File: config.mk
export PLATFORM = sky130hd
export DESIGN_NAME = lwg_regs
export DESIGN_NICKNAME = d
export VERILOG_FILES = /design/src/rtl/lwg_pkg.sv /design/src/rtl/lwg_regs.sv
export SDC_FILE = /design/constraint.sdc
export NUM_CORES = 1
export LEC_CHECK = 0
export BUFFER_PORTS_ARGS = -buffer_cell sky130_fd_sc_hd__buf_4
export CAP_MARGIN = 5
export CORE_MARGIN = 2
export CORE_UTILIZATION = 35
export CTS_CLUSTER_SIZE = 28
export DETAILED_ROUTE_END_ITERATION = 10
export PLACE_DENSITY = 0.89
export REMOVE_ABC_BUFFERS = 1
export SLEW_MARGIN = 5
export SYNTH_ARGS = -nofsm -noshare
export SYNTH_HDL_FRONTEND = slang
export SYNTH_SLANG_ARGS = --single-unit
export TNS_END_PERCENT = 10
File: constraint.sdc
create_clock -name i_clk -period 1.2 [get_ports i_clk]
set_clock_uncertainty 0.2 [all_clocks]
set_input_delay 0.18 -clock i_clk [delete_from_list [all_inputs] [get_ports i_clk]]
set_output_delay 0.18 -clock i_clk [all_outputs]
set_load 0.05 [all_outputs]
File: src/rtl/lwg_pkg.sv
`timescale 1ns / 1ps

package lwg_pkg;

    typedef struct packed {
        logic [6:0] col_offset;
        logic [6:0] row_offset;
    } t_cfg;

    typedef logic [0:11][7:0] t_glyph;

    localparam logic [1:0] MODE_WINDOW = 2'd0;
    localparam logic [1:0] MODE_PIXEL  = 2'd1;
    localparam logic [1:0] MODE_GLYPH  = 2'd2;
    localparam logic [1:0] MODE_NONE   = 2'd3;

    localparam logic [7:0] CMD_CASET = 8'h2A;
    localparam logic [7:0] CMD_RASET = 8'h2B;
    localparam logic [7:0] CMD_RAMWR = 8'h2C;

    localparam logic [6:0] COL_OFFSET_RST = 7'd0;
    localparam logic [6:0] ROW_OFFSET_RST = 7'd80;

    localparam logic       REG_COL_OFFSET = 1'b0;
    localparam logic       REG_ROW_OFFSET = 1'b1;

    localparam logic [7:0] FONT_FIRST = 8'd32;
    localparam logic [7:0] FONT_LAST  = 8'd89;
    localparam logic [4:0] FONT_DEPTH = 5'd12;

    localparam logic [3:0] LAST_WINDOW = 4'd10;
    localparam logic [3:0] LAST_PIXEL  = 4'd1;
    localparam logic [3:0] LAST_GLYPH  = 4'd15;

    function automatic t_glyph font_glyph(input logic [5:0] idx);
        t_glyph g;
        g = '0;
        case (idx)
            6'd11: g = {8'h00,8'h00,8'h18,8'h18,8'h18,8'hFF,8'hFF,8'h18,8'h18,8'h18,8'h00,8'h00};
            6'd13: g = {8'h00,8'h00,8'h00,8'h00,8'h00,8'h7E,8'h7E,8'h00,8'h00,8'h00,8'h00,8'h00};
            6'd14: g = {8'h00,8'h00,8'h00,8'h00,8'h00,8'h00,8'h00,8'h00,8'h00,8'h30,8'h30,8'h00};
            6'd15: g = {8'h00,8'h06,8'h0C,8'h18,8'h30,8'h60,8'hC0,8'h80,8'h00,8'h00,8'h00,8'h00};
            6'd16: g = {8'h3C,8'h66,8'h6E,8'h7E,8'h76,8'h66,8'h66,8'h66,8'h66,8'h3C,8'h00,8'h00};
            6'd17: g = {8'h18,8'h38,8'h18,8'h18,8'h18,8'h18,8'h18,8'h18,8'h18,8'h7E,8'h00,8'h00};
            6'd18: g = {8'h3C,8'h66,8'h06,8'h06,8'h0C,8'h18,8'h30,8'h60,8'h66,8'h7E,8'h00,8'h00};
            6'd19: g = {8'h3C,8'h66,8'h06,8'h06,8'h1C,8'h06,8'h06,8'h06,8'h66,8'h3C,8'h00,8'h00};
            6'd20: g = {8'h0C,8'h1C,8'h3C,8'h6C,8'hCC,8'hFE,8'h0C,8'h0C,8'h0C,8'h1E,8'h00,8'h00};
            6'd21: g = {8'h7E,8'h60,8'h60,8'h7C,8'h66,8'h06,8'h06,8'h06,8'h66,8'h3C,8'h00,8'h00};
            6'd22: g = {8'h3C,8'h66,8'h60,8'h7C,8'h66,8'h66,8'h66,8'h66,8'h66,8'h3C,8'h00,8'h00};
            6'd23: g = {8'h7E,8'h66,8'h06,8'h0C,8'h18,8'h18,8'h30,8'h30,8'h30,8'h30,8'h00,8'h00};
            6'd24: g = {8'h3C,8'h66,8'h66,8'h66,8'h3C,8'h66,8'h66,8'h66,8'h66,8'h3C,8'h00,8'h00};
            6'd25: g = {8'h3C,8'h66,8'h66,8'h66,8'h66,8'h3E,8'h06,8'h06,8'h66,8'h3C,8'h00,8'h00};
            6'd26: g = {8'h00,8'h00,8'h00,8'h30,8'h30,8'h00,8'h00,8'h30,8'h30,8'h00,8'h00,8'h00};
            6'd33: g = {8'h18,8'h3C,8'h66,8'h66,8'h66,8'h7E,8'h66,8'h66,8'h66,8'h66,8'h00,8'h00};
            6'd34: g = {8'h7C,8'h66,8'h66,8'h66,8'h7C,8'h66,8'h66,8'h66,8'h66,8'h7C,8'h00,8'h00};
            6'd35: g = {8'h3C,8'h66,8'h60,8'h60,8'h60,8'h60,8'h60,8'h60,8'h66,8'h3C,8'h00,8'h00};
            6'd36: g = {8'h78,8'h6C,8'h66,8'h66,8'h66,8'h66,8'h66,8'h66,8'h6C,8'h78,8'h00,8'h00};
            6'd37: g = {8'h7E,8'h60,8'h60,8'h60,8'h7C,8'h60,8'h60,8'h60,8'h60,8'h7E,8'h00,8'h00};
            6'd38: g = {8'h7E,8'h60,8'h60,8'h60,8'h7C,8'h60,8'h60,8'h60,8'h60,8'h60,8'h00,8'h00};
            6'd39: g = {8'h3C,8'h66,8'h60,8'h60,8'h6E,8'h66,8'h66,8'h66,8'h66,8'h3C,8'h00,8'h00};
            6'd40: g = {8'h66,8'h66,8'h66,8'h66,8'h7E,8'h66,8'h66,8'h66,8'h66,8'h66,8'h00,8'h00};
            6'd41: g = {8'h3C,8'h18,8'h18,8'h18,8'h18,8'h18,8'h18,8'h18,8'h18,8'h3C,8'h00,8'h00};
            6'd45: g = {8'h63,8'h77,8'h7F,8'h6B,8'h63,8'h63,8'h63,8'h63,8'h63,8'h63,8'h00,8'h00};
            6'd46: g = {8'h66,8'h76,8'h7E,8'h7E,8'h6E,8'h66,8'h66,8'h66,8'h66,8'h66,8'h00,8'h00};
            6'd47: g = {8'h3C,8'h66,8'h66,8'h66,8'h66,8'h66,8'h66,8'h66,8'h66,8'h3C,8'h00,8'h00};
            6'd48: g = {8'h7C,8'h66,8'h66,8'h66,8'h7C,8'h60,8'h60,8'h60,8'h60,8'h60,8'h00,8'h00};
            6'd50: g = {8'h7C,8'h66,8'h66,8'h66,8'h7C,8'h6E,8'h66,8'h66,8'h66,8'h66,8'h00,8'h00};
            6'd51: g = {8'h3C,8'h66,8'h60,8'h30,8'h1C,8'h06,8'h06,8'h06,8'h66,8'h3C,8'h00,8'h00};
            6'd52: g = {8'h7E,8'h5A,8'h18,8'h18,8'h18,8'h18,8'h18,8'h18,8'h18,8'h3C,8'h00,8'h00};
            6'd53: g = {8'h66,8'h66,8'h66,8'h66,8'h66,8'h66,8'h66,8'h66,8'h66,8'h3C,8'h00,8'h00};
            6'd54: g = {8'h66,8'h66,8'h66,8'h66,8'h66,8'h66,8'h3C,8'h3C,8'h18,8'h18,8'h00,8'h00};
            6'd55: g = {8'h63,8'h63,8'h63,8'h63,8'h6B,8'h6B,8'h7F,8'h36,8'h36,8'h22,8'h00,8'h00};
            6'd57: g = {8'h66,8'h66,8'h66,8'h66,8'h3C,8'h18,8'h18,8'h18,8'h18,8'h3C,8'h00,8'h00};
            default: g = '0;
        endcase
        return g;
    endfunction

endpackage

File: src/rtl/lwg_regs.sv
`timescale 1ns / 1ps

module lwg_regs (
    input  logic                i_clk,
    input  logic                i_rst_n,
    input  logic                psel,
    input  logic                penable,
    input  logic                pwrite,
    input  logic [2:0]          paddr,
    input  logic [31:0]         pwdata,
    output logic [31:0]         prdata,
    output logic                pready,
    output lwg_pkg::t_cfg       o_cfg
);

    logic [6:0] r_col_offset;
    logic [6:0] r_row_offset;
    logic       wr_en;

    assign wr_en  = psel && penable && pwrite;
    assign pready = 1'b1;

    always_ff @(posedge i_clk) begin
        if (!i_rst_n) begin
            r_col_offset <= lwg_pkg::COL_OFFSET_RST;
            r_row_offset <= lwg_pkg::ROW_OFFSET_RST;
        end else if (wr_en) begin
            case (paddr[2])
                lwg_pkg::REG_COL_OFFSET: r_col_offset <= pwdata[6:0];
                lwg_pkg::REG_ROW_OFFSET: r_row_offset <= pwdata[6:0];
                default: r_col_offset <= r_col_offset;
            endcase
        end
    end

    always_comb begin
        case (paddr[2])
            lwg_pkg::REG_COL_OFFSET: prdata = {25'd0, r_col_offset};
            lwg_pkg::REG_ROW_OFFSET: prdata = {25'd0, r_row_offset};
            default:                 prdata = 32'd0;
        endcase
    end

    assign o_cfg.col_offset = r_col_offset;
    assign o_cfg.row_offset = r_row_offset;

endmodule

==> results of run 1 <==
-- layout make-up --
class / instances / area [um^2]
fillers: 224 / 1100
repair buffers: 51 / 487
multi-input cells: 72 / 464
flip-flops and latches: 14 / 298
well taps: 30 / 37.5
clock buffers: 3 / 22.5
-- synth_stat cells --
library cell,number
buf_4,26
nand2_1,19
dfxtp_1,14
mux2i_1,14
mux2_2,7
nor2b_1,4
buf_6,3
clkbuf_1,2
conb_1,2
and4_1,1
nand4b_4,1
-- worst min-delay path by stage --
stage / cells past startpoint / from / endpoint
floorplan: 2 / pwdata[4] / r_col_offset[4]$_SDFFE_PN0P_
global placement: 3 / pwdata[6] / r_row_offset[6]$_SDFFE_PN1P_
detailed placement: 3 / pwdata[6] / r_col_offset[6]$_SDFFE_PN0P_
CTS: 3 / i_rst_n / r_col_offset[6]$_SDFFE_PN0P_
global route: 3 / i_rst_n / r_row_offset[5]$_SDFFE_PN0P_
finish: 3 / i_rst_n / r_row_offset[0]$_SDFFE_PN0P_
-- per-stage QoR --
stage / hold slack, ns / utilization [%] / setup slack, ns / std cells
after global placement: 0.245 / 42.9 / -0.0647 / 152
after CTS: 0.0600 / 53.6 / -0.214 / 170
after floorplan: 0.119 / - / -0.229 / 86
final: 0.0688 / 54.3 / -0.209 / 170
after global routing: 0.0803 / 54.3 / -0.242 / 170
after detailed placement: 0.250 / 42.9 / -0.0686 / 152
-- cells in the final DEF, fill, tap and decap left out --
cell type,Yosys,final
nor2b_1,4,4
clkbuf_4,0,3
and4_1,1,1
dlygate4sd3_1,0,7
mux2_4,0,5
mux2i_1,14,14
conb_1,2,26
buf_6,3,13
nand2_1,19,19
buf_8,0,5
nand4b_4,1,1
dfxtp_2,0,14
mux2_2,7,2
buf_4,26,26
-- power by group --
group / switching, mW / leakage, nW / internal (mW)
combinational: 0.309 / 0.541 / 0.120
clock: 0.140 / 0.0138 / 0.116
sequential: 0.00680 / 0.118 / 0.476
total: 0.456 / 0.673 / 0.712
-- timing repair --
item                       in CTS  in global routing
hold endpoints to repair       13                  0
setup endpoints to repair      21                 21
setup buffers                   8                  0
hold buffers                    7                  0
gates cloned                    0                  0
gates resized for setup        37                  5
-- layer usage --
metal | up-vias | share of wire, % | track usage (%)
li1 | 342 | - | -
met1 | 339 | 36 | 14.5
met2 | 30 | 58 | 29.3
met3 | 0 | 6.0 | 2.78
met4 | 0 | 0 | 3.85
met5 | - | 0 | 0
-- critical path, cell delays in order, from the launching register on --
cell     delay, ns
dfxtp_2       0.33
mux2_4        0.28
buf_8         0.15
-- cell families after synthesis --
kind of cell / count (synthesis) / synth area share, %
buf+inv: 31 / 27.1
mux: 21 / 25.1
flops: 14 / 32.1
other cells: 2 / 0.861
simple gates: 25 / 14.8
-- registers in the layout, summed over array words and instances, names as in the netlist --
register / cells
r_col_offset: 7
r_row_offset: 7
==> impl_metrics.yaml, run 1 <==
timing:
  final.setup.worst_slack_ns: -0.209
  final_hold_violating_endpoints: 0
  post_route_setup_tns_ns: -1.81
  achievable-frequency_ghz: 0.710
  max_slew_violations: 0
  final_period_minus_worst_setup_slack_ns: 1.41
  finalCritPeriodShare_pct: 117
  grt_setup_unrepaired: "true"
  number_of_setup_violations_in_the_final_report: 15
clock_tree:
  h-tree-depth: 1
  clk_pin_slew_worst_paths_ns: 0.08
  clkLatencyLatePin_ns: 0.27
  cts_inserted_buffers: 3
  cts_sinks: 14
  cts_tree: "built"
  cts_root_buf: "clkbuf_4"
  cts.path.max_buffers: 2
cells_and_area:
  n_antenna_cell: 0
  final_layout_net_count: 182
  drive_above_1_share_pct: 49.3
  final_design_area_no_fill_mm2: 0.00131
  syn2layout_area_growth_pct: 50.1
worst_setup_path:
  required_ns: 0.82
  worst_r2r_startpoint: "r_row_offset[6]$_SDFFE_PN1P_"
  type_of_origin_of_the_critical_path: "register"
  r2r_slack_ns: 0.26
  path_max_fanout: 3
  worstSetupPathType: "reg2out"
  setup_crit_start: "r_col_offset[3]$_SDFFE_PN0P_"
  arrival_time_of_the_worst_setup_path_ns: 1.03
  setup.worst_path.end_class: "output pin"
  capturing_instance_or_port_of_the_critical_path: "prdata[3]"
  reg2reg_depth: 3
  reg2reg_to: "r_row_offset[6]$_SDFFE_PN1P_"
grt:
  grtUsageTotal_pct: 14.4
  maximum_number_of_pins_on_one_net_before_global_route_repair: 24
  grt_pass1_vias: 707
  grt_overflow: 0
  grt_first_pass_wirelength_um: 2970
  grt_antenna_before_repair: 0
placement:
  place.detailed.hpwl_um: 1380
  io_buffers: 33
  gp_routability_congestion: 0.591
  dpl-instance-area_mm2: 0.00103
yosys:
  yosys-top-cells-area: "dfxtp_1 32%, buf_4 22%, mux2i_1 16%, mux2_2 9.0%, nand2_1 8.2%"
  synthCells: 93
  synthesis.yosys.warnings: 0
  yosysSeqAreaShare_pct: 32.1
  netlist.top_cell.by_area: "dfxtp_1"
  ys_ff_latch: 14
  netlist_area_before_placement_um2: 872
  number_of_different_library_cells_in_the_post_synthesis_netlist: 11
  postSynthAreaPerCell_um2: 9.38
  synth_top_area_share_pct: 32.1
die:
  effective_utilization_at_floorplan_pct: 36.2
  core-area_mm2: 0.00241
  io-pin-count: 87
  floorplan.die_area_mm2: 0.00291
  fp-row-count: 18
  dieWidth_um: 53.9
  die_height_um: 53.9
power:
  power.density_cell_area_mw_per_mm2: 893
  design_power_total_mw: 1.17
  worst_ir_drop_vdd_mv: 0.637
  leakage_nw: 0.673
drt:
  num_vias: 711
  detailedRoute.firstIterationViolations: 8
  number_of_search_and_repair_iterations_in_the_first_detailed_routing_pass: 4
  route.antenna.remaining_nets: 0
  route.detailed.drc: 0
  average_routed_wire_per_standard_cell_um: 11.8
  postRouteWirelength_um: 2000
  average_via_count_per_standard_cell: 4.18
status:
  violated_checks: "negative setup slack"
  run_status: "finished, violations left"
job:
  maxCapViolCount: 0
hold_path:
  min_path_type: "in2reg"
No activity file was read; power rests on OpenSTA's default activity.
==> run 2, diff against run 1 <==
--- a/config.mk
+++ b/config.mk
@@ -5,13 +5,13 @@
 export SDC_FILE = /design/constraint.sdc
 export NUM_CORES = 1
 export LEC_CHECK = 0
-export BUFFER_PORTS_ARGS = -buffer_cell sky130_fd_sc_hd__buf_4
 export CAP_MARGIN = 5
 export CORE_MARGIN = 2
-export CORE_UTILIZATION = 35
+export CORE_UTILIZATION = 60
 export CTS_CLUSTER_SIZE = 28
 export DETAILED_ROUTE_END_ITERATION = 10
-export PLACE_DENSITY = 0.89
+export DONT_BUFFER_PORTS = 1
+export PLACE_DENSITY = 0.86
 export REMOVE_ABC_BUFFERS = 1
 export SLEW_MARGIN = 5
 export SYNTH_ARGS = -nofsm -noshare
==> impl_metrics.yaml, run 2 (synthesized netlist as in run 1, its figures left out) <==
worst_setup_path:
  arrival_time_of_the_worst_setup_path_ns: 1.05
  gate_family_responsible_for_the_most_delay_along_the_worst_path: "flip-flops"
  slowest_stage: "dfxtp_2"
  worstPathCellList: "mux2_2, buf_12"
  required_ns: 0.82
  path_max_fanout: 2
  worstSetupPathType: "reg2out"
  setup.worst_path.end_class: "output pin"
  worst-path-buf-inv: 1
  cp_slowest_stage_delay_ns: 0.33
  type_of_origin_of_the_critical_path: "register"
clock_tree:
  h-tree-depth: 1
  cts_root_buf: "clkbuf_4"
  cts_tree: "built"
  cts_inserted_buffers: 3
  cts_setup_buffers: 0
  clk_pin_slew_worst_paths_ns: 0.09
  holdBufCountCts: 2
  cts_sinks: 14
  clkLatencyLatePin_ns: 0.27
  cts.path.max_buffers: 2
timing:
  grt_setup_unrepaired: "true"
  max_slew_violations: 0
  finalCritPeriodShare_pct: 119
  final_hold_violating_endpoints: 14
  worst_hold_slack_ns: -0.164
  number_of_setup_violations_in_the_final_report: 7
  achievable-frequency_ghz: 0.697
  final.setup.worst_slack_ns: -0.234
  final_period_minus_worst_setup_slack_ns: 1.43
power:
  leakage_nw: 0.566
  worst_ir_drop_vdd_mv: 0.773
  cellInternalPower_mw: 0.751
  clkPwrFrac_pct: 28.4
  netSwitchingFraction_pct: 37.2
  power.sequential.fraction_pct: 40.4
  pwr-share-comb_pct: 31.1
  switchingPower_mw: 0.445
  power.density_cell_area_mw_per_mm2: 1050
die:
  core-area_mm2: 0.00133
  dieWidth_um: 42.1
  effective_utilization_at_floorplan_pct: 65.4
  floorplan.die_area_mm2: 0.00177
  die_height_um: 42.1
  fp-row-count: 13
  io-pin-count: 87
drt:
  route.antenna.remaining_nets: 0
  number_of_search_and_repair_iterations_in_the_first_detailed_routing_pass: 3
  average_routed_wire_per_standard_cell_um: 14.0
  average_via_count_per_standard_cell: 4.74
  num_vias: 611
  detailedRoute.firstIterationViolations: 7
  postRouteWirelength_um: 1800
  route.detailed.drc: 0
cells_and_area:
  syn2layout_area_growth_pct: 30.6
  top_flop_regs: "r_col_offset: 7 flops, r_row_offset: 7 flops"
  layout.cells.non_filler: 129
  n_antenna_cell: 0
  final_design_area_no_fill_mm2: 0.00114
  final_layout_net_count: 155
  layout.cells.most_common_list: "26 x conb_1, 19 x nand2_1, 14 x mux2i_1, 14 x dfxtp_2, 12 x buf_6"
  drive_above_1_share_pct: 42.1
  final_common_cell: "conb_1"
status:
  run_status: "finished, violations left"
  violated_checks: "negative hold slack, negative setup slack"
grt:
  grtUsageTotal_pct: 19.2
  grt_overflow: 0
  grt_antenna_before_repair: 0
  grt_pass1_vias: 594
  maximum_number_of_pins_on_one_net_before_global_route_repair: 24
  grt_first_pass_wirelength_um: 2600
placement:
  io_buffers: 0
  place.detailed.hpwl_um: 1310
  dpl-instance-area_um2: 997
  post-place-cells: 123
  gp_routability_congestion: 0.713
hold_path:
  min_path_type: "in2reg"
job:
  maxCapViolCount: 0
[run 2: cell type report]
cell class	instances	area, um^2
Multi-Input combinational cell	72	468
Timing Repair Buffer	24	318
Sequential cell	14	298
Fill cell	72	195
Clock buffer	4	36.3
Tap cell	15	18.8
[run 2: layer usage]
metal  global-route usage [%]  vias up  wire (um)
met2                     36.3       42        921
met4                     7.50        0          0
met3                     4.31        0        187
met1                     20.5      280        692
li1                         -      289          -
met5                        0        -          0
[run 2: worst register-to-register path, stage by stage (launching register included)]
cell and delay [ns]:
dfxtp_2 0.34, buf_4 0.20, nand2_1 0.07, mux2i_1 0.14
[run 2: worst paths after layout]
path | cells past startpoint | startpoint | end | slack, ns
hold reg to reg | 3 | r_row_offset[3]$_SDFFE_PN0P_ | r_row_offset[3]$_SDFFE_PN0P_ | 0.42
hold / removal | 2 | i_rst_n | r_row_offset[3]$_SDFFE_PN0P_ | -0.16
setup reg to reg | 3 | r_col_offset[0]$_SDFFE_PN0P_ | r_col_offset[0]$_SDFFE_PN0P_ | 0.18
setup / recovery | 2 | r_row_offset[5]$_SDFFE_PN0P_ | prdata[5] | -0.23
[run 2: what timing repair did]
action	4_1_cts	5_1_grt
endpoints found under the setup margin	20	20
gates cloned	0	0
gates resized for setup	12	20
hold endpoints to repair	14	14
[run 2: metrics by stage]
stage               util (%)  total power [mW]  setup TNS (ns)  setup slack [ns]
floorplan                  -             0.777           -1.60            -0.229
global placement        74.8             0.839               0            0.0940
finish                  85.4              1.20           -1.55            -0.234
CTS                     81.2              1.19           -1.66            -0.229
global route            85.4              1.23           -1.80            -0.254
detailed placement      74.8             0.844               0            0.0737
[run 2: power by group through the flow]
stage               Clock [mW]  Combinational, mW  Sequential (mW)
global route             0.365              0.383            0.485
floorplan                    0              0.250            0.527
finish                   0.340              0.372            0.484
global placement             0              0.349            0.489
detailed placement           0              0.353            0.491
CTS                      0.347              0.364            0.481
==> run 3, diff against run 2 <==
--- a/config.mk
+++ b/config.mk
@@ -6,7 +6,7 @@
 export NUM_CORES = 1
 export LEC_CHECK = 0
 export CAP_MARGIN = 5
-export CORE_MARGIN = 2
+export CORE_MARGIN = 4
 export CORE_UTILIZATION = 60
 export CTS_CLUSTER_SIZE = 28
 export DETAILED_ROUTE_END_ITERATION = 10
==> impl_metrics.yaml, run 3 (synthesized netlist as in run 1, its figures left out) <==
status:
  run_status: "finished, violations left"
  violated_checks: "negative hold slack, negative setup slack"
cells_and_area:
  top_flop_regs: "r_col_offset: 7 flops, r_row_offset: 7 flops"
  drive_above_1_share_pct: 39.5
  final_common_cell: "conb_1"
  layout.cells.most_common_list: "26 x conb_1, 19 x nand2_1, 14 x mux2i_1"
  syn2layout_area_growth_pct: 28.3
  n_antenna_cell: 0
  final_layout_net_count: 155
die:
  core-area_mm2: 0.00133
  fp-row-count: 13
  dieWidth_um: 46.1
  floorplan.die_area_mm2: 0.00213
  io-pin-count: 87
  effective_utilization_at_floorplan_pct: 65.4
  die_height_um: 46.1
worst_setup_path:
  arrival_time_of_the_worst_setup_path_ns: 1.06
  path_max_fanout: 2
  setup_crit_start: "r_col_offset[6]$_SDFFE_PN0P_"
  worst_r2r_startpoint: "r_col_offset[4]$_SDFFE_PN0P_"
  type_of_origin_of_the_critical_path: "register"
  setup.worst_path.end_class: "output pin"
  required_ns: 0.82
  worstSetupPathType: "reg2out"
drt:
  number_of_search_and_repair_iterations_in_the_first_detailed_routing_pass: 4
  average_routed_wire_per_standard_cell_um: 14.5
  route.detailed.drc: 0
  average_via_count_per_standard_cell: 5.11
  num_vias: 659
  detailedRoute.firstIterationViolations: 11
  postRouteWirelength_um: 1870
  route.antenna.remaining_nets: 0
clock_tree:
  cts.path.max_buffers: 2
  cts_sinks: 14
  cts_tree: "built"
  h-tree-depth: 1
  clkLatencyLatePin_ns: 0.27
  cts_inserted_buffers: 3
  clk_pin_slew_worst_paths_ns: 0.09
  cts_setup_buffers: 0
  cts_root_buf: "clkbuf_4"
  holdBufCountCts: 3
timing:
  final_hold_violating_endpoints: 14
  finalCritPeriodShare_pct: 120
  achievable-frequency_ghz: 0.695
  max_slew_violations: 0
  grt_setup_unrepaired: "true"
  worst_hold_slack_ns: -0.161
  number_of_setup_violations_in_the_final_report: 8
  final.setup.worst_slack_ns: -0.238
  final_period_minus_worst_setup_slack_ns: 1.44
power:
  power.density_cell_area_mw_per_mm2: 1070
  design_power_total_mw: 1.19
  leakage_nw: 0.558
  worst_ir_drop_vdd_mv: 0.734
placement:
  place.detailed.hpwl_um: 1410
  gp_routability_congestion: 0.704
  io_buffers: 0
grt:
  grtUsageTotal_pct: 18.1
  grt_overflow: 0
  grt_antenna_before_repair: 0
  grt_pass1_vias: 631
  grt_first_pass_wirelength_um: 2710
  maximum_number_of_pins_on_one_net_before_global_route_repair: 24
job:
  maxCapViolCount: 0
hold_path:
  timing.hold.worst.start: "i_rst_n"
  min_path_type: "in2reg"
==> run 3: area by class of cell <==
cell class,count,area [um^2]
clock buffer,4,36.3
multi-input combinational,72,464
fill,75,215
tap,15,18.8
sequential,14,295
timing repair buffer,24,304
==> run 3: metal layers <==
metal	GRT usage, %	vias up	part of all wire (%)
li1	-	293	-
met1	18.4	307	35
met2	33.2	53	49
met3	5.08	6	14
met4	8.52	0	2.0
met5	0	-	0
==> run 3: power by group <==
part           switching, mW  internal, mW  leakage, nW
Clock                  0.153         0.184       0.0210
Sequential           0.00674         0.476        0.117
Combinational          0.283        0.0883        0.420
==> run 3: final timing paths <==
check	end	slack, ns	cells past startpoint
setup reg to reg	r_col_offset[4]$_SDFFE_PN0P_	0.15	3
hold reg to reg	r_row_offset[0]$_SDFFE_PN0P_	0.42	3
setup / recovery	prdata[6]	-0.24	2
hold / removal	r_row_offset[3]$_SDFFE_PN0P_	-0.16	2
==> run 3: what timing repair did <==
item	in CTS	in global routing
setup endpoints to repair	18	19
gates resized for setup	14	14
hold endpoints to repair	14	14
pin swaps	0	0
==> run 3: stage by stage <==
step / area [um^2] / setup slack (ns) / std cells / utilization [%] / setup TNS (ns)
final: 1120 / -0.238 / 129 / 83.9 / -1.47
after global routing: 1120 / -0.259 / 129 / 83.9 / -1.80
after CTS: 1080 / -0.232 / 129 / 81.1 / -1.52
after detailed placement: 977 / 0.0762 / 122 / 73.3 / 0
after global placement: 977 / 0.0939 / 122 / 73.3 / 0
after floorplan: 726 / -0.229 / 86 / - / -1.60
==> run 3: worst max-delay path: stages (launching register included) <==
cell,delay [ns]
dfxtp_2,0.34
mux2_4,0.29
buf_12,0.15
